==> config.mk <==
export PLATFORM = sky130hd
export DESIGN_NAME = pfr_queue
export DESIGN_NICKNAME = d
export VERILOG_FILES = /design/src/rtl/core/pfr_pkg.sv /design/src/rtl/core/pfr_queue.sv
export SDC_FILE = /design/constraint.sdc
export NUM_CORES = 1
export LEC_CHECK = 0
export BUFFER_PORTS_ARGS = -buffer_cell sky130_fd_sc_hd__buf_2
export CAP_MARGIN = 20
export CORE_MARGIN = 2
export CORE_UTILIZATION = 55
export CTS_CLUSTER_DIAMETER = 100
export DETAILED_ROUTE_END_ITERATION = 10
export GPL_ROUTABILITY_DRIVEN = 0
export GPL_TIMING_DRIVEN = 0
export PLACE_DENSITY = 0.95
export SLEW_MARGIN = 30
export SYNTH_ARGS = -nofsm -noshare
export SYNTH_HDL_FRONTEND = slang
export SYNTH_SLANG_ARGS = --single-unit
==> constraint.sdc <==
create_clock -name clk -period 5.3 [get_ports clk]
set_input_delay 0.53 -clock clk [delete_from_list [all_inputs] [get_ports clk]]
set_output_delay 0.53 -clock clk [all_outputs]
set_load 0.01 [all_outputs]
==> src/rtl/core/pfr_pkg.sv <==
// ----------------------------------------------------------------------------
// pfr_pkg: shared types and constants of the page framebuffer refresh block
// Screen geometry, action and operation codes, display command bytes and the
// command word that travels from the front end to the back end.
// ----------------------------------------------------------------------------
`default_nettype none

package pfr_pkg;

  // Screen geometry
  localparam int SCREEN_WIDTH = 128;
  localparam int PAGE_COUNT   = 4;
  localparam int ROWS         = PAGE_COUNT * 8;
  localparam int HEADER_LEN   = 4;
  localparam int PAGE_LEN     = HEADER_LEN + SCREEN_WIDTH;
  localparam int MEM_DEPTH    = SCREEN_WIDTH * PAGE_COUNT;

  // Derived widths
  localparam int COORD_W = 8;
  localparam int BOUND_W = COORD_W + 1;
  localparam int COL_W   = $clog2(SCREEN_WIDTH);
  localparam int PAGE_W  = (PAGE_COUNT > 1) ? $clog2(PAGE_COUNT) : 1;
  localparam int ADDR_W  = PAGE_W + COL_W;
  localparam int OFF_W   = $clog2(PAGE_LEN);

  // Command queue depth
  localparam int QUEUE_DEPTH = 2;
  localparam int QPTR_W      = 1;
  localparam int QCNT_W      = 2;

  // Input action codes
  localparam logic [1:0] ACT_PIXEL = 2'd0;
  localparam logic [1:0] ACT_RECT  = 2'd1;
  localparam logic [1:0] ACT_CLEAR = 2'd2;
  localparam logic [1:0] ACT_FETCH = 2'd3;

  // Back-end operation codes
  localparam logic [1:0] OP_RECT  = 2'd0;
  localparam logic [1:0] OP_CLEAR = 2'd1;
  localparam logic [1:0] OP_FETCH = 2'd2;

  // Display controller command bytes
  localparam logic [7:0] CMD_PAGE_ADDR = 8'h22;
  localparam logic [7:0] CMD_COL_LOW   = 8'h00;
  localparam logic [7:0] CMD_COL_HIGH  = 8'h10;

  // Header byte positions within a page
  localparam logic [1:0] HDR_PAGE_CMD = 2'd0;
  localparam logic [1:0] HDR_PAGE_NUM = 2'd1;
  localparam logic [1:0] HDR_COL_LOW  = 2'd2;
  localparam logic [1:0] HDR_COL_HIGH = 2'd3;

  // One queued operation; a pixel is a one-by-one rectangle
  typedef struct packed {
    logic [1:0]        op;
    logic [COL_W-1:0]  col_first;
    logic [COL_W-1:0]  col_last;
    logic [PAGE_W-1:0] page_first;
    logic [PAGE_W-1:0] page_last;
    logic [2:0]        bit_lo;
    logic [2:0]        bit_hi;
    logic              on;
  } pfr_cmd_t;

endpackage

`default_nettype wire

==> src/rtl/core/pfr_queue.sv <==
// ----------------------------------------------------------------------------
// pfr_queue: short command queue
// Two-entry FIFO that decouples the classifier from the framebuffer sequencer.
// ----------------------------------------------------------------------------
`default_nettype none

module pfr_queue import pfr_pkg::*; (
  input  wire logic     clk,
  input  wire logic     rst,
  input  wire logic     push,
  input  wire pfr_cmd_t push_cmd,
  input  wire logic     pop,
  output logic          q_valid,
  output logic          q_full,
  output pfr_cmd_t      q_cmd
);

  pfr_cmd_t          entry [QUEUE_DEPTH];
  logic [QPTR_W-1:0] wr_ptr;
  logic [QPTR_W-1:0] rd_ptr;
  logic [QCNT_W-1:0] count;
  logic              do_push;
  logic              do_pop;

  assign q_valid = (count != '0);
  assign q_full  = (count == QCNT_W'(QUEUE_DEPTH));
  assign q_cmd   = entry[rd_ptr];
  assign do_push = push && !q_full;
  assign do_pop  = pop && q_valid;

  // Storage
  always_ff @(posedge clk) begin
    if (do_push) begin
      entry[wr_ptr] <= push_cmd;
    end
  end

  // Pointers and fill level
  always_ff @(posedge clk) begin
    if (rst) begin
      wr_ptr <= '0;
      rd_ptr <= '0;
      count  <= '0;
    end else begin
      if (do_push) begin
        wr_ptr <= wr_ptr + QPTR_W'(1);
      end
      if (do_pop) begin
        rd_ptr <= rd_ptr + QPTR_W'(1);
      end
      if (do_push && !do_pop) begin
        count <= count + QCNT_W'(1);
      end else if (do_pop && !do_push) begin
        count <= count - QCNT_W'(1);
      end
    end
  end

endmodule

`default_nettype wire

Word level (Yosys, flattened, before mapping)
Memories as Yosys holds them, arrays and structs flattened. A register that Yosys moved wholly into a read port is not among the register bits.
Index checks and enable logic that the tools add are counted.
Word-level totals
  memories kept: 1
  register bits: 4
  output and inout port bits: 29
  word-level logic and storage cells: 24
  input port bits: 31
  RAM bits: 54
Memories
  entry: words 2, bits a word 27, read ports 1, clocked after memory_dff 1, wr ports 1, RTL line pfr_queue.sv:18  | pfr_cmd_t entry [QUEUE_DEPTH];
Operators by class
  equal/unequal tests: 1
  muxes and demuxes: 6
  reductions and logical operators: 9
  add/subtract/negate cells: 4
Operators by type and width (count)
  $logic_and A1 B1 Y1: 4
  $mux W1: 4
  $mux W2: 2
  $reduce_bool A2 Y1: 2
  $logic_not A1 Y1: 3
  $add A1 B1 Y1 const B: 2
  $add A2 B1 Y2 const B: 1
  $eq A2 B2 Y1 const B: 1
  $sub A2 B1 Y2 const B: 1

Depth between registers and ports, before layout
  depth in word-level cells: 7
  mapped depth: 6
  gate-level depth less buffers: 6

Worst setup path before layout
Ideal clock, no wire load.
  kind: input -> register
  start: in push
  end: mem entry[0][0] (netlist bit), enable pin
  setup time: 382 ps
  stages: 3
  data arrival time: 1473 ps
  buffers on the path: 0
  data required time: 4918 ps
  slack: 3445 ps
  path through: inv_1 or3_1 inv_1
On the way
  longest elaborated chain between the ends: 3
RTL lines
  start: declaration: RTL line pfr_queue.sv:10  | input wire logic push,
  $logic_and A1 B1 Y1: RTL line pfr_queue.sv:28  | assign do_push = push && !q_full;
  $mux W1: RTL line pfr_queue.sv:33  | if (do_push) begin
  $mux W1 (not written as such): RTL line pfr_queue.sv:34  | entry[wr_ptr] <= push_cmd;
  end: declaration: RTL line pfr_queue.sv:18
No other way between the ends.

==> key figures <==
Run status
  • Outcome: completed

Yosys
  • Synth cell types: 15
  • Syn avg cell area: slightly below 20 um^2
  • Post-synth top area cell: edfxtp_1
  • Mapped Cells: 109
  • Synthesized net count: 141
  • Yosys warnings: 0
  • Post-Syn Area: 0.00217 mm^2
  • FF+latch count, synth: 59
  • Top cells by area, synth: edfxtp_1, mux2_2, dfxtp_1
  • Register area share after synthesis: roughly four fifths
  • Synth top area share: 74.9%

Routing
  • Vias per cell: 5.13
  • WL per Instance: 16.2 um
  • DRC viols: 0
  • Via count: roughly 1200
  • Final WL: about 3700 um
  • Antenna-violating nets left: 0
  • Detailed Route Iter0 Violations: 114
  • First-pass iteration count of the detailed router: 4

Final layout
  • Nets: about 210
  • Layout filler cell count: roughly 240
  • Most frequent cells in the layout: buf_2, edfxtp_1, mux2_2
  • Commonest non-fill, non-tap cell in the layout: buf_2
  • ANT cells: 0
  • Multi-input combinational cell area: 418 um^2
  • Non-filler cells, final: roughly 230
  • Register Area: 0.00172 mm^2
  • Synthesis-to-finish area growth: 26.1%
  • Share of cells above drive strength 1: 58.7%

Pwr
  • Power per Cell Area: 503 mW/mm^2
  • Leakage power: 1.06 nW
  • Peak VDD IR: 0.000326 V

Floorplanning
  • Starting Density: 58.3%
  • Core Rows: 22
  • Die Footprint: between 0.004 and 0.005 mm^2
  • Top Ports: 60
  • Core Area: 0.00372 mm^2
  • Chip Width: 66.8 um
  • Die H: 66.8 um

Clock network
  • CTS buffer count: 9
  • Hold_buf cts: 0
  • Clk_lat worst skew: 0.34 ns
  • Post-CTS setup buffer count: 0
  • # resized after CTS: 0
  • Clock Tree Buf Depth: 2
  • H-tree depth: 3
  • Clk sinks: 59
  • Root buffer cell: clkbuf_8
  • TritonCTS clock tree: yes
  • CTS clk-pin slew, worst paths: ~0.070 ns

Timing
  • Worst Skew: 0.00622 ns
  • Final slew viol count: 0
  • Setup tns final: 0 ns
  • Unrepaired setup endpoints after global routing: no
  • Fin crit share: 39.7%
  • Post-layout min period: 2.10 ns
  • PnR worst setup slack: 3.20 ns
  • Max Clock Freq: about 0.48 GHz
  • Max_slew headroom: a little under three fifths
  • Worst Hold Margin: 0.381 ns
  • Tightest Pin Transition: 0.650 ns
  • Setup violators final: 0
  • Fin. Hold Viols: 0

Place
  • Post-Place Cells: around 220
  • Final HPWL DP: 2390 um
  • Pre-CTS setup slack: 3.10 ns
  • PortBufs: 59

Global route
  • Largest net degree at the start of global routing: 28
  • Vias in the first global route: 1206
  • Met1 global-route usage: 20.4%
  • Most crowded layer after global routing: met2
  • First-pass GRT wire length: 5810 um
  • Initial antenna violation count: 0
  • GR Util met3: under 10%
  • M2 GR Usage: 33.5%
  • Total GRT Usage: 19.4%
  • Gr ovfl total: 0

Critical path
  • Crit path kind: reg -> out
  • Startpoint types: flip-flop
  • Critical Path RT: 4.77 ns
  • Crit-path max FO: 10
  • Arrival time worst endpoint: 1.57 ns
  • CP endpoint kind: output pin

Hold path
  • Worst hold-check path type: in -> reg

Flow run
  • Max_cap viols: 0
-- logic make-up (layout without fill, tap and decap cells) --
logic type / Yosys count / in the layout / synth area share [%]
XOR/XNOR: 3 / 3 / 1.21
AND/OR/NAND/NOR: 9 / 9 / 2.25
AO/OA/AOI/OAI: 5 / 5 / 1.16
flip-flops: 59 / 59 / 79.5
adder cells (fa/ha/maj): 1 / 1 / 0.578
multiplexers: 27 / 27 / 14.0
buffers and inverters: 5 / 80 / 1.27
-- state kept, by name, indices dropped and copies added (netlist names), named ones only --
name    cells
wr_ptr      1
count       2
rd_ptr      1
entry      54
-- per-layer routing --
metal	wire length [um]	vias to the layer above
met5	0	-
met4	79	0
met3	304	9
met2	1960	52
met1	1400	573
li1	-	556
-- cells in the mapped netlist --
| master | instances |
|---|---|
| buf_2 | 1 |
| nor2b_2 | 1 |
| inv_1 | 2 |
| a21oi_1 | 2 |
| xor2_1 | 3 |
| or2_2 | 1 |
| ha_1 | 1 |
| edfxtp_1 | 54 |
| o21ai_0 | 3 |
| buf_4 | 2 |
| nor2_1 | 4 |
| dfxtp_1 | 5 |
| and2_1 | 1 |
| mux2_2 | 27 |
| or3_1 | 2 |
-- per-stage QoR --
| stage | total power, mW | instance area (um^2) | utilization, % |
|---|---|---|---|
| after floorplan | 0.835 | 2170 | - |
| after global placement | 0.937 | 2520 | 67.8 |
| after detailed placement | 0.958 | 2520 | 67.9 |
| after CTS | 1.39 | 2730 | 73.5 |
| after global routing | 1.44 | 2730 | 73.5 |
| final | 1.37 | 2730 | 73.5 |
-- critical path, stage by stage, from the launching register on --
cell and delay, ns:
dfxtp_1 0.30, buf_2 0.21, buf_4 0.22, mux2_2 0.35, buf_2 0.15
-- where the power goes --
group / internal [mW] / total (mW) / switching (mW)
registers: 0.588 / 0.612 / 0.0238
logic: 0.160 / 0.336 / 0.176
clock network: 0.261 / 0.426 / 0.165
-- final cells by class --
cell class,count,share of cell area (%)
Sequential cell,59,63.1
Multi-Input combinational cell,45,15.3
Timing Repair Buffer,59,10.8
Inverter,2,0.275
Buffer,3,0.733
Clock inverter,6,2.93
Tap cell,48,2.20
Clock buffer,10,4.67
-- final timing paths --
check | startpoint | end | slack [ns] | cells past startpoint
setup / recovery | flip-flop | q_cmd[0] | 3.20 | 4
hold / removal | push_cmd[0] | entry[1][0] | 0.38 | 1
setup reg to reg | count[0] | entry[1][15] | 3.58 | 3
hold reg to reg | rd_ptr | flip-flop | 0.53 | 2
Note: power is estimated with default switching activity, not from simulation.
