**src/rtl/core/pfr_pkg.sv**
```systemverilog
// ----------------------------------------------------------------------------
// pfr_pkg: shared types and constants of the page framebuffer refresh block
// Screen geometry, action and operation codes, display command bytes and the
// command word that travels from the front end to the back end.
// ----------------------------------------------------------------------------
`default_nettype none

package pfr_pkg;

  // Screen geometry
  localparam int SCREEN_WIDTH = 128;
  localparam int PAGE_COUNT   = 4;
  localparam int ROWS         = PAGE_COUNT * 8;
  localparam int HEADER_LEN   = 4;
  localparam int PAGE_LEN     = HEADER_LEN + SCREEN_WIDTH;
  localparam int MEM_DEPTH    = SCREEN_WIDTH * PAGE_COUNT;

  // Derived widths
  localparam int COORD_W = 8;
  localparam int BOUND_W = COORD_W + 1;
  localparam int COL_W   = $clog2(SCREEN_WIDTH);
  localparam int PAGE_W  = (PAGE_COUNT > 1) ? $clog2(PAGE_COUNT) : 1;
  localparam int ADDR_W  = PAGE_W + COL_W;
  localparam int OFF_W   = $clog2(PAGE_LEN);

  // Command queue depth
  localparam int QUEUE_DEPTH = 2;
  localparam int QPTR_W      = 1;
  localparam int QCNT_W      = 2;

  // Input action codes
  localparam logic [1:0] ACT_PIXEL = 2'd0;
  localparam logic [1:0] ACT_RECT  = 2'd1;
  localparam logic [1:0] ACT_CLEAR = 2'd2;
  localparam logic [1:0] ACT_FETCH = 2'd3;

  // Back-end operation codes
  localparam logic [1:0] OP_RECT  = 2'd0;
  localparam logic [1:0] OP_CLEAR = 2'd1;
  localparam logic [1:0] OP_FETCH = 2'd2;

  // Display controller command bytes
  localparam logic [7:0] CMD_PAGE_ADDR = 8'h22;
  localparam logic [7:0] CMD_COL_LOW   = 8'h00;
  localparam logic [7:0] CMD_COL_HIGH  = 8'h10;

  // Header byte positions within a page
  localparam logic [1:0] HDR_PAGE_CMD = 2'd0;
  localparam logic [1:0] HDR_PAGE_NUM = 2'd1;
  localparam logic [1:0] HDR_COL_LOW  = 2'd2;
  localparam logic [1:0] HDR_COL_HIGH = 2'd3;

  // One queued operation; a pixel is a one-by-one rectangle
  typedef struct packed {
    logic [1:0]        op;
    logic [COL_W-1:0]  col_first;
    logic [COL_W-1:0]  col_last;
    logic [PAGE_W-1:0] page_first;
    logic [PAGE_W-1:0] page_last;
    logic [2:0]        bit_lo;
    logic [2:0]        bit_hi;
    logic              on;
  } pfr_cmd_t;

endpackage

`default_nettype wire

```
**src/rtl/core/pfr_front.sv**
```systemverilog
// ----------------------------------------------------------------------------
// pfr_front: input beat classifier
// Clips pixel and rectangle requests to the screen, turns them into
// page/column ranges with bit bounds, and drops requests that draw nothing.
// ----------------------------------------------------------------------------
`default_nettype none

module pfr_front import pfr_pkg::*; (
  input  wire logic               s_tvalid,
  output logic                    s_tready,
  input  wire logic [1:0]         action,
  input  wire logic [COORD_W-1:0] x_start,
  input  wire logic [COORD_W-1:0] x_end,
  input  wire logic [COORD_W-1:0] y_start,
  input  wire logic [COORD_W-1:0] y_end,
  input  wire logic               pixel_on,
  input  wire logic               q_full,
  input  wire logic               init_busy,
  output logic                    push,
  output pfr_cmd_t                cmd
);

  logic [BOUND_W-1:0] xs9, ys9, xe9, ye9, xe_c, ye_c, xl, yl;
  logic               draw_ok;
  logic               keep;

  // Bounds: a pixel covers one column and one row
  always_comb begin
    xs9 = {1'b0, x_start};
    ys9 = {1'b0, y_start};
    if (action == ACT_PIXEL) begin
      xe9 = xs9 + BOUND_W'(1);
      ye9 = ys9 + BOUND_W'(1);
    end else begin
      xe9 = {1'b0, x_end};
      ye9 = {1'b0, y_end};
    end
    xe_c = (xe9 > BOUND_W'(SCREEN_WIDTH)) ? BOUND_W'(SCREEN_WIDTH) : xe9;
    ye_c = (ye9 > BOUND_W'(ROWS)) ? BOUND_W'(ROWS) : ye9;
    xl   = xe_c - BOUND_W'(1);
    yl   = ye_c - BOUND_W'(1);
    draw_ok = (xe_c > xs9) && (ye_c > ys9);
  end

  // Command word
  always_comb begin
    case (action)
      ACT_PIXEL, ACT_RECT: cmd.op = OP_RECT;
      ACT_CLEAR:           cmd.op = OP_CLEAR;
      default:             cmd.op = OP_FETCH;
    endcase
    cmd.col_first  = xs9[COL_W-1:0];
    cmd.col_last   = xl[COL_W-1:0];
    cmd.page_first = ys9[PAGE_W+2:3];
    cmd.page_last  = yl[PAGE_W+2:3];
    cmd.bit_lo     = ys9[2:0];
    cmd.bit_hi     = yl[2:0];
    cmd.on         = pixel_on;
  end

  // Accept while the queue has room and the power-on clear is done
  assign keep     = (action == ACT_CLEAR) || (action == ACT_FETCH) || draw_ok;
  assign s_tready = !q_full && !init_busy;
  assign push     = s_tvalid && s_tready && keep;

endmodule

`default_nettype wire

```
**config.mk**
```make
export PLATFORM = sky130hd
export DESIGN_NAME = pfr_front
export DESIGN_NICKNAME = d
export VERILOG_FILES = /design/src/rtl/core/pfr_pkg.sv /design/src/rtl/core/pfr_front.sv
export SDC_FILE = /design/constraint.sdc
export NUM_CORES = 1
export LEC_CHECK = 0
export BUFFER_PORTS_ARGS = -buffer_cell sky130_fd_sc_hd__buf_4
export CORE_ASPECT_RATIO = 0.9
export CORE_UTILIZATION = 28
export DETAILED_ROUTE_END_ITERATION = 8
export PLACE_DENSITY = 0.53
export RECOVER_POWER = 100
export SETUP_SLACK_MARGIN = 0.5
export SYNTH_ARGS = -nofsm -noshare
export SYNTH_HDL_FRONTEND = slang
export SYNTH_SLANG_ARGS = --single-unit
```
**constraint.sdc**
```tcl
create_clock -name vclk -period 3.3
set_input_delay 0.165 -clock vclk [all_inputs]
set_output_delay 0.165 -clock vclk [all_outputs]
set_load 0.005 [all_outputs]
```
==> Word-level counts from Yosys, hierarchy flattened <==
Index checks and enable logic that the tools add are counted.
{ "op_classes": {"n_addsub": 4, "magnitude_cmp": 4, "n_eq_ne": 3, "mux": 5, "n_reduce_logical": 10} }
{ "op_table": {"columns": ["op", "count"], "rows": [
  ["two-way mux 9 bit", 4],
  ["adder 8 x 1 -> 9 bit, second input constant", 2],
  ["> comparator 9 x 8 -> 1 bit", 2],
  ["> comparator 9 x 6 -> 1 bit, second input constant", 1],
  ["> comparator 9 x 8 -> 1 bit, second input constant", 1],
  ["subtractor 7 x 1 -> 7 bit, second input constant", 1],
  ["subtractor 5 x 1 -> 5 bit, second input constant", 1],
  ["equality test 2 bit, second input constant", 2],
  ["logical AND 1 bit", 4],
  ["one-hot mux 2 bit (2 select lines)", 1],
  ["equality test 2 x 1 -> 1 bit, second input constant", 1],
  ["logical NOT 1 bit", 2],
  ["logical NOT 2 bit", 1],
  ["logical OR 1 bit", 2],
  ["OR reduction 2 bit", 1]
]} }
{ "totals": {"reg_bits": 0, "in_bits": 38, "output_inout_bits": 29, "word_cells": 26} }

==> Depth between registers and ports, before layout <==
Gate-level depths: netlist of run 1.
{ "depth": {"ltp_word": 8, "ltp_mapped": 15, "mapped_depth_nobuf": 14} }

==> Worst setup path before layout of run 1 <==
OpenSTA, ideal clock, no wires.
{ "synth_path": {"path_type": "input to output", "startpoint": "in action[0]", "endpoint": "out push", "arrival_time_ps": 3051, "required_time_ps": 3135, "slack_ps": 84, "cell_stages": 14, "path_buffers": 2, "cell_sequence": "clkbuf_1 > or2_2 > clkbuf_1 > nor4b_1 > a21oi_1 > o21ai_0 > nand2_1 > nor2_1 > ha_1 > nor2b_1 > o21ai_0 > nand3b_1 > a2111o_1 > a32o_1"} }
{ "synth_between": {"elab_chain_len": 8, "elab_cells_between_ends": 15, "classes_between": "4 x order compare; 2 x eq/ne; 4 x mux; 5 x reduce/logical"} }
{ "synth_rtl": {"columns": ["element", "line", "source"], "rows": [
  ["from (decl)", "pfr_front.sv:11", "input wire logic [1:0] action,"],
  ["logical NOT 2 bit", "pfr_front.sv:31", "if (action == ACT_PIXEL) begin"],
  ["two-way mux 9 bit", "pfr_front.sv:31", null],
  ["> comparator 9 x 8 -> 1 bit / > comparator 9 x 6 -> 1 bit (equally long branches)", "pfr_front.sv:38, pfr_front.sv:39", null],
  ["two-way mux 9 bit (on tied branches)", "pfr_front.sv:38, pfr_front.sv:39", null],
  ["> comparator 9 x 8 -> 1 bit", "pfr_front.sv:42", "draw_ok = (xe_c > xs9) && (ye_c > ys9);"],
  ["logical AND 1 bit", "pfr_front.sv:42", null],
  ["logical OR 1 bit (*)", "pfr_front.sv:62", "assign keep = (action == ACT_CLEAR) || (action == ACT_FETCH) || draw_ok;"],
  ["logical AND 1 bit (*)", "pfr_front.sv:64", "assign push = s_tvalid && s_tready && keep;"],
  ["to (decl)", "pfr_front.sv:19", "output logic push,"]
]} }
Every way passes the cells marked *; elsewhere a longest branch is shown, timed or not.

==> Worst setup path in the final report of run 1 <==
{ "layout_path": {"startpoint": "in y_start[7]", "endpoint": "out push"} }
{ "layout_between": {"elab_chain_len": 8} }
{ "layout_rtl": {"columns": ["element", "line", "source"], "rows": [
  ["from (decl)", "pfr_front.sv:14", "input wire logic [COORD_W-1:0] y_start,"],
  ["adder 8 x 1 -> 9 bit", "pfr_front.sv:33", "ye9 = ys9 + BOUND_W'(1);"],
  ["two-way mux 9 bit", "pfr_front.sv:31", null],
  ["> comparator 9 x 6 -> 1 bit", "pfr_front.sv:39", "ye_c = (ye9 > BOUND_W'(ROWS)) ? BOUND_W'(ROWS) : ye9;"],
  ["two-way mux 9 bit", "pfr_front.sv:39", null],
  ["> comparator 9 x 8 -> 1 bit (*)", "pfr_front.sv:42", null],
  ["logical AND 1 bit (*)", "pfr_front.sv:42", null],
  ["logical OR 1 bit (*)", "pfr_front.sv:62", null],
  ["logical AND 1 bit (*)", "pfr_front.sv:64", null]
]} }
Marks and branches as above.

==> results.sh, run 1 <==
export IMPL_outcome="complete, but fails checks"
export IMPL_failed_checks="negative setup slack"
export IMPL_synthToLayoutAreaGrowth_pct=54.8
export IMPL_synth_area_leader_cell="ha_1"
export IMPL_die_x_um=77.1
export IMPL_fin_crit_ns=3.31
export IMPL_hold_start="pixel_on"
export IMPL_drt_wl_total_um=4540
export IMPL_ys_warn_count=0
export IMPL_n_antenna_cell=0
export IMPL_multi_input_area_um2=1340
export IMPL_yosys_top_cells_area="ha_1, buf_4, inv_1"
export IMPL_hold_buffers=0
export IMPL_fin_crit_sh_pct=100
export IMPL_wl_per_cell_um=12.9
export IMPL_worstPathRequired_ns=3.13
export IMPL_power_leakage_nw=1.04
export IMPL_final_instance_count_excl_fill=351
export IMPL_fmax_mhz=302
export IMPL_maxSlewViolCount=0
export IMPL_critPathLaunchType="input port"
export IMPL_start_util_pct=29.2
export IMPL_dieArea_um2=5370
export IMPL_layout_setup_ws_ns=-0.00722
export IMPL_drc=0
export IMPL_grt_overflow=0
export IMPL_p_per_area_nw_per_um2=144
export IMPL_hpwl_um=3820
export IMPL_rsz0062_at_grt="true"
export IMPL_netlist_area_um2=1420
export IMPL_worstSetupEndpointType="output port"
export IMPL_setup_tns_ns=-0.00722
export IMPL_io_pins=67
export IMPL_hold_slack_ns=0.330
export IMPL_ir_worst_vdd_v=0.0000683
export IMPL_gp_congestion=0.866
export IMPL_worstPathMaxFanout=3
export IMPL_design_seq_count=0
export IMPL_placedCellCount=346
export IMPL_drtIter0Drc=40
export IMPL_synth_top_area_share_pct=16.7
export IMPL_numPortBuffers=65
export IMPL_antenna_found_initial=0
export IMPL_yosysSeqAreaShare_pct=0
export IMPL_syn_inst=210
export IMPL_postLayoutCoreUtil_pct=45.3
export IMPL_track_usage_pct=16.9
export IMPL_startpoint="y_start[7]"
export IMPL_syn_avg_cell_area_um2=6.77
export IMPL_grt_pass1_wl_um=7620
export IMPL_drtPass1Iterations=4
export IMPL_crit_path_end="push"
export IMPL_setup_viol=1
export IMPL_final_seq_area_um2=0
export IMPL_grt_max_degree=13
export IMPL_maxCapViolations=0
export IMPL_synth_distinct_cells=51
export IMPL_place_ws_ns=-0.120
export IMPL_clock_buffers=0
export IMPL_cp_arrival_ns=3.14
export IMPL_fp_dieH_um=69.6
export IMPL_rows=24
export IMPL_synthTopCellsByCount="ha_1, inv_1, nand2_1"
export IMPL_ant_nets=0
export IMPL_final_nets=345
export IMPL_grt_pass1_vias=1713
export IMPL_vias_per_cell=4.97
export IMPL_hold_violations=0
export IMPL_fillerInstances=522
export IMPL_vias=1745
export IMPL_min_path_type="in2out"
export IMPL_final_layout_size_suffix_gt1_share_pct=38.8
export IMPL_core_um2=4860
export IMPL_worstSetupPathType="in2out"
[final cells by class]
type               instances  share of cell area (%)
multi-input cells        172                    61.0
repair buffers            95                    32.0
well taps                 65                    3.69
inverters                 19                    3.24
[layer usage]
layer	global-route usage, %	part of all wire [%]	vias up	wire length (um)
li1	-	-	907	-
met1	21.7	45	793	2040
met2	31.2	50	41	2290
met3	0.921	3.8	4	174
met4	2.73	0.75	0	34
met5	0	0	-	0
[critical path, stage by stage]
cell and delay, ns:
buf_6 0.09, or4b_4 0.51, or4b_4 0.51, o311ai_4 0.13, nand3_4 0.13, ha_4 0.18
a21o_1 0.15, a211o_1 0.33, nand3b_1 0.17, a2111o_1 0.40, a32o_2 0.26, buf_6 0.12
[through the flow]
step                area [um2]  power, W
global route              2200  0.000353
detailed placement        2080  0.000299
finish                    2200  0.000317
floorplan                 1460  0.000164
CTS                       2120  0.000307
global placement          2080  0.000297
[power by group]
part / total [W] / switching (W) / internal, W
registers: 0 / 0 / 0
clock network: 0 / 0 / 0
logic: 0.000317 / 0.000151 / 0.000166
total: 0.000317 / 0.000151 / 0.000166
[worst min-delay path by stage]
stage          endpoint  cells past startpoint
2_1_floorplan  s_tready                      1
3_3_place_gp     cmd[0]                      0
3_5_place_dp     cmd[0]                      0
4_1_cts          cmd[0]                      0
5_1_grt          cmd[0]                      0
6_report         cmd[0]                      0
[cell families after synthesis]
group / after synthesis / synth area share, %
simple gates: 83 / 32.9
buf+inv: 39 / 14.2
compound gates: 52 / 25.6
other cells: 1 / 0.264
xor+xnor: 11 / 6.77
mux: 5 / 3.52
fa+ha+maj: 19 / 16.7
[repair_timing]
action	4_1_cts	5_1_grt
pin swaps	9	12
setup buffers	1	4
gates resized for setup	8	16
setup endpoints to repair	5	6
[placed cells by master, fill, tap and decap left out, drive strengths merged, types with 6 or more instances in the layout]
cell type and n:
buf 86, inv 19, ha 19, nand2 17, nor2 16, o21ai 14
a21oi 9, clkbuf 9, xnor2 7, nand3 7, nand4 6
No activity file was read; power rests on OpenSTA's default activity.
==> run 2: changes to the inputs <==
--- a/config.mk
+++ b/config.mk
@@ -5,11 +5,11 @@
 export SDC_FILE = /design/constraint.sdc
 export NUM_CORES = 1
 export LEC_CHECK = 0
-export BUFFER_PORTS_ARGS = -buffer_cell sky130_fd_sc_hd__buf_4
 export CORE_ASPECT_RATIO = 0.9
-export CORE_UTILIZATION = 28
+export CORE_UTILIZATION = 45
 export DETAILED_ROUTE_END_ITERATION = 8
-export PLACE_DENSITY = 0.53
+export DONT_BUFFER_PORTS = 1
+export PLACE_DENSITY = 0.6
 export RECOVER_POWER = 100
 export SETUP_SLACK_MARGIN = 0.5
 export SYNTH_ARGS = -nofsm -noshare
==> results.sh, run 2 (synthesis gave the netlist of run 1 again) <==
export IMPL_p_per_area_nw_per_um2=133
export IMPL_max_slew_margin_pct=57.7
export IMPL_io_pins=67
export IMPL_drtPass1Iterations=4
export IMPL_fp_dieH_um=55.3
export IMPL_ir_worst_vdd_v=0.0000617
export IMPL_antenna_found_initial=0
export IMPL_maxSlewViolCount=0
export IMPL_cp_arrival_ns=2.96
export IMPL_drtIter0Drc=157
export IMPL_final_cell_mix="inv_1, ha_1, nand2_1, nor2_1, o21ai_0"
export IMPL_track_usage_pct=23.8
export IMPL_place_ws_ns=0.0675
export IMPL_worstPathRequired_ns=3.13
export IMPL_start_util_pct=49.3
export IMPL_finalPower_w=0.000193
export IMPL_fillerInstances=325
export IMPL_grt_max_degree=13
export IMPL_final_nets=258
export IMPL_cpMostUsedCell="or4b_1"
export IMPL_critPathLaunchType="input port"
export IMPL_min_path_type="in2out"
export IMPL_synthToLayoutAreaGrowth_pct=2.55
export IMPL_die_x_um=61.3
export IMPL_setup_tns_ns=0
export IMPL_maxCapViolations=0
export IMPL_final_seq_area_um2=0
export IMPL_layout_setup_ws_ns=0.174
export IMPL_crit_family="simple AND/OR/NAND/NOR gates"
export IMPL_hpwl_um=3300
export IMPL_vias_per_cell=6.22
export IMPL_crit_chain="or4b_1, or4b_1, o311ai_4, nand3_4, ha_4, a21o_1, a211o_1, nand3b_1, a2111o_1, a32o_1"
export IMPL_n_antenna_cell=0
export IMPL_core_um2=2880
export IMPL_mostFrequentLayoutCell="inv_1"
export IMPL_hold_buffers=0
export IMPL_fin_crit_sh_pct=94.7
export IMPL_wl_per_cell_um=16.9
export IMPL_final_layout_size_suffix_gt1_share_pct=11.1
export IMPL_drc=0
export IMPL_multi_input_area_um2=1280
export IMPL_fin_crit_ns=3.13
export IMPL_rsz0062_at_grt="true"
export IMPL_worstSetupEndpointType="output port"
export IMPL_rows=18
export IMPL_postLayoutCoreUtil_pct=50.6
export IMPL_slowest_delay_ns=0.56
export IMPL_grt_overflow=0
export IMPL_clock_buffers=0
export IMPL_power_leakage_nw=0.625
export IMPL_fmax_mhz=320
export IMPL_numPortBuffers=0
export IMPL_cp_num_buf_inv=0
export IMPL_grt_pass1_wl_um=6350
export IMPL_ant_nets=0
export IMPL_drt_wl_total_um=4040
export IMPL_cp_slowest_cell="or4b_1"
export IMPL_grt_pass1_vias=1366
export IMPL_worstSetupPathType="in2out"
export IMPL_worst_pin_slew_ns=0.630
export IMPL_hold_violations=0
export IMPL_outcome="completed"
export IMPL_vias=1486
export IMPL_setup_viol=0
export IMPL_worstPathMaxFanout=3
export IMPL_dieArea_um2=3390
export IMPL_design_seq_count=0
export IMPL_gp_congestion=0.848
-- run 2: cell types whose count changed in the layout (fill, tap and decap cells not counted), moves of 3 or more --
| cell | before | now |
|---|---|---|
| buf_4 | 81 | 7 |
| buf_6 | 5 | 0 |
| ha_1 | 15 | 18 |
| or4b_4 | 3 | 0 |
| or4b_1 | 0 | 3 |
| clkbuf_1 | 7 | 1 |
-- run 2: layer usage --
layer	routed length [um]	share of wire, %	track usage (%)
met1	1840	46	35.9
met3	362	9.0	3.75
met5	0	0	0
met2	1800	45	36.0
met4	36	0.89	2.60
-- run 2: power breakdown --
| part | leakage (nW) | switching, W | internal (W) |
|---|---|---|---|
| registers | 0 | 0 | 0 |
| clock network | 0 | 0 | 0 |
| logic | 0.625 | 0.000109 | 0.0000843 |
| total | 0.625 | 0.000109 | 0.0000843 |
-- run 2: timing repair --
item	CTS	global route
pin swaps	3	2
setup buffers	2	0
setup endpoints to repair	3	3
resized for setup	5	6
-- run 2: stage by stage --
| stage | instances | hold WS, ns | instance area [um2] |
|---|---|---|---|
| final | 239 | 0.330 | 1460 |
| after global routing | 239 | 0.330 | 1460 |
| after CTS | 239 | 0.330 | 1460 |
| after detailed placement | 237 | 0.330 | 1420 |
| after global placement | 237 | 0.330 | 1420 |
| after floorplan | 211 | 0.362 | 1460 |
-- run 2: area by class of cell --
type	instances	area share (%)
inverters	19	4.89
repair buffers	8	3.86
multi-input cells	172	87.8
well taps	40	3.43
-- run 2: path summary, 6_finish.rpt --
| path | startpoint | to | slack, ns | depth (start not counted) |
|---|---|---|---|---|
| setup / recovery | y_start[7] | push | 0.17 | 10 |
| hold / removal | pixel_on | cmd[0] | 0.33 | 0 |
==> run 3: changes to the inputs <==
--- a/config.mk
+++ b/config.mk
@@ -10,7 +10,6 @@
 export DETAILED_ROUTE_END_ITERATION = 8
 export DONT_BUFFER_PORTS = 1
 export PLACE_DENSITY = 0.6
-export RECOVER_POWER = 100
 export SETUP_SLACK_MARGIN = 0.5
 export SYNTH_ARGS = -nofsm -noshare
 export SYNTH_HDL_FRONTEND = slang
==> results.sh, run 3 (synthesis gave the netlist of run 1 again) <==
export IMPL_worstSetupEndpointType="output port"
export IMPL_cp_num_buf_inv=0
export IMPL_max_slew_margin_pct=58.7
export IMPL_maxCapViolations=0
export IMPL_track_usage_pct=23.8
export IMPL_clock_buffers=0
export IMPL_grt_overflow=0
export IMPL_setup_tns_ns=0
export IMPL_start_util_pct=49.3
export IMPL_worstSetupPathType="in2out"
export IMPL_maxSlewViolCount=0
export IMPL_path_depth=10
export IMPL_wl_per_cell_um=16.8
export IMPL_cp_slowest_cell="or4b_4"
export IMPL_ant_nets=0
export IMPL_outcome="completed"
export IMPL_drtPass1Iterations=4
export IMPL_cp_arrival_ns=2.93
export IMPL_vias=1494
export IMPL_io_pins=67
export IMPL_multi_input_area_um2=1290
export IMPL_drc=0
export IMPL_worst_pin_slew_ns=0.614
export IMPL_die_x_um=61.3
export IMPL_hold_violations=0
export IMPL_core_um2=2880
export IMPL_n_antenna_cell=0
export IMPL_p_per_area_nw_per_um2=133
export IMPL_antenna_found_initial=0
export IMPL_numPortBuffers=0
export IMPL_fmax_mhz=323
export IMPL_final_instance_count_excl_fill=239
export IMPL_grt_max_degree=13
export IMPL_drt_wl_total_um=4020
export IMPL_dieArea_um2=3390
export IMPL_startpoint="y_start[7]"
export IMPL_fin_crit_sh_pct=93.9
export IMPL_worstPathMaxFanout=3
export IMPL_gp_congestion=0.848
export IMPL_setup_viol=0
export IMPL_grt_pass1_wl_um=6350
export IMPL_critPathLaunchType="input port"
export IMPL_hpwl_um=3300
export IMPL_final_layout_size_suffix_gt1_share_pct=13.1
export IMPL_fillerInstances=321
export IMPL_final_nets=258
export IMPL_worstPathRequired_ns=3.13
export IMPL_final_cell_mix="inv_1, ha_1, nand2_1, nor2_1, o21ai_0"
export IMPL_final_seq_area_um2=0
export IMPL_min_path_type="in2out"
export IMPL_slowest_delay_ns=0.54
export IMPL_crit_family="simple AND/OR/NAND/NOR gates"
export IMPL_fin_crit_ns=3.10
export IMPL_hold_buffers=0
export IMPL_hold_start="pixel_on"
export IMPL_mostFrequentLayoutCell="inv_1"
export IMPL_worstHoldPathCells=0
export IMPL_drtIter0Drc=149
export IMPL_synthToLayoutAreaGrowth_pct=3.52
export IMPL_fp_dieH_um=55.3
export IMPL_design_seq_count=0
export IMPL_grt_pass1_vias=1366
export IMPL_rows=18
export IMPL_placedCellCount=237
export IMPL_crit_chain="or4b_1, or4b_4, o311ai_4, nand3_4, ha_4, a21o_1, a211o_1, nand3b_1, a2111o_1, a32o_1"
export IMPL_vias_per_cell=6.25
export IMPL_rsz0062_at_grt="true"
export IMPL_ir_worst_vdd_v=0.0000632
export IMPL_power_leakage_nw=0.632
## run 3: report_power, final
part           leakage, nW  internal (W)  total (W)  switching (W)
Sequential               0             0          0              0
Clock                    0             0          0              0
Combinational        0.632     0.0000861   0.000196       0.000109
## run 3: layout make-up
| class | instances | share of cell area, % |
|---|---|---|
| multi-input combinational | 172 | 87.7 |
| inverter | 19 | 4.84 |
| timing repair buffer | 8 | 4.08 |
| tap | 40 | 3.40 |
## run 3: metrics by stage
| stage | hold slack [ns] | power (W) | setup slack [ns] | utilization, % | cell area, um2 |
|---|---|---|---|---|---|
| after floorplan | 0.362 | 0.000164 | 0.255 | - | 1460 |
| after global placement | 0.330 | 0.000180 | 0.175 | 49.3 | 1420 |
| after detailed placement | 0.330 | 0.000184 | 0.0675 | 49.3 | 1420 |
| after CTS | 0.330 | 0.000190 | 0.199 | 50.5 | 1460 |
| after global routing | 0.330 | 0.000219 | 0.103 | 51.1 | 1470 |
| final | 0.330 | 0.000196 | 0.203 | 51.1 | 1470 |
## run 3: worst paths after layout
check	slack (ns)	endpoint
setup / recovery	0.20	push
hold / removal	0.33	cmd[0]
## run 3: what timing repair did
| item | in CTS | in global routing |
|---|---|---|
| endpoints found under the setup margin | 3 | 3 |
| pin swaps | 3 | 2 |
| setup buffers | 2 | 0 |
| gates resized for setup | 5 | 6 |
## run 3: metal layers
metal  global-route usage [%]  vias up  wire, um
li1                         -      733         -
met1                     35.9      682      1730
met3                     3.75        4       453
met2                     36.0       75      1800
met4                     2.60        0        36
met5                        0        -         0
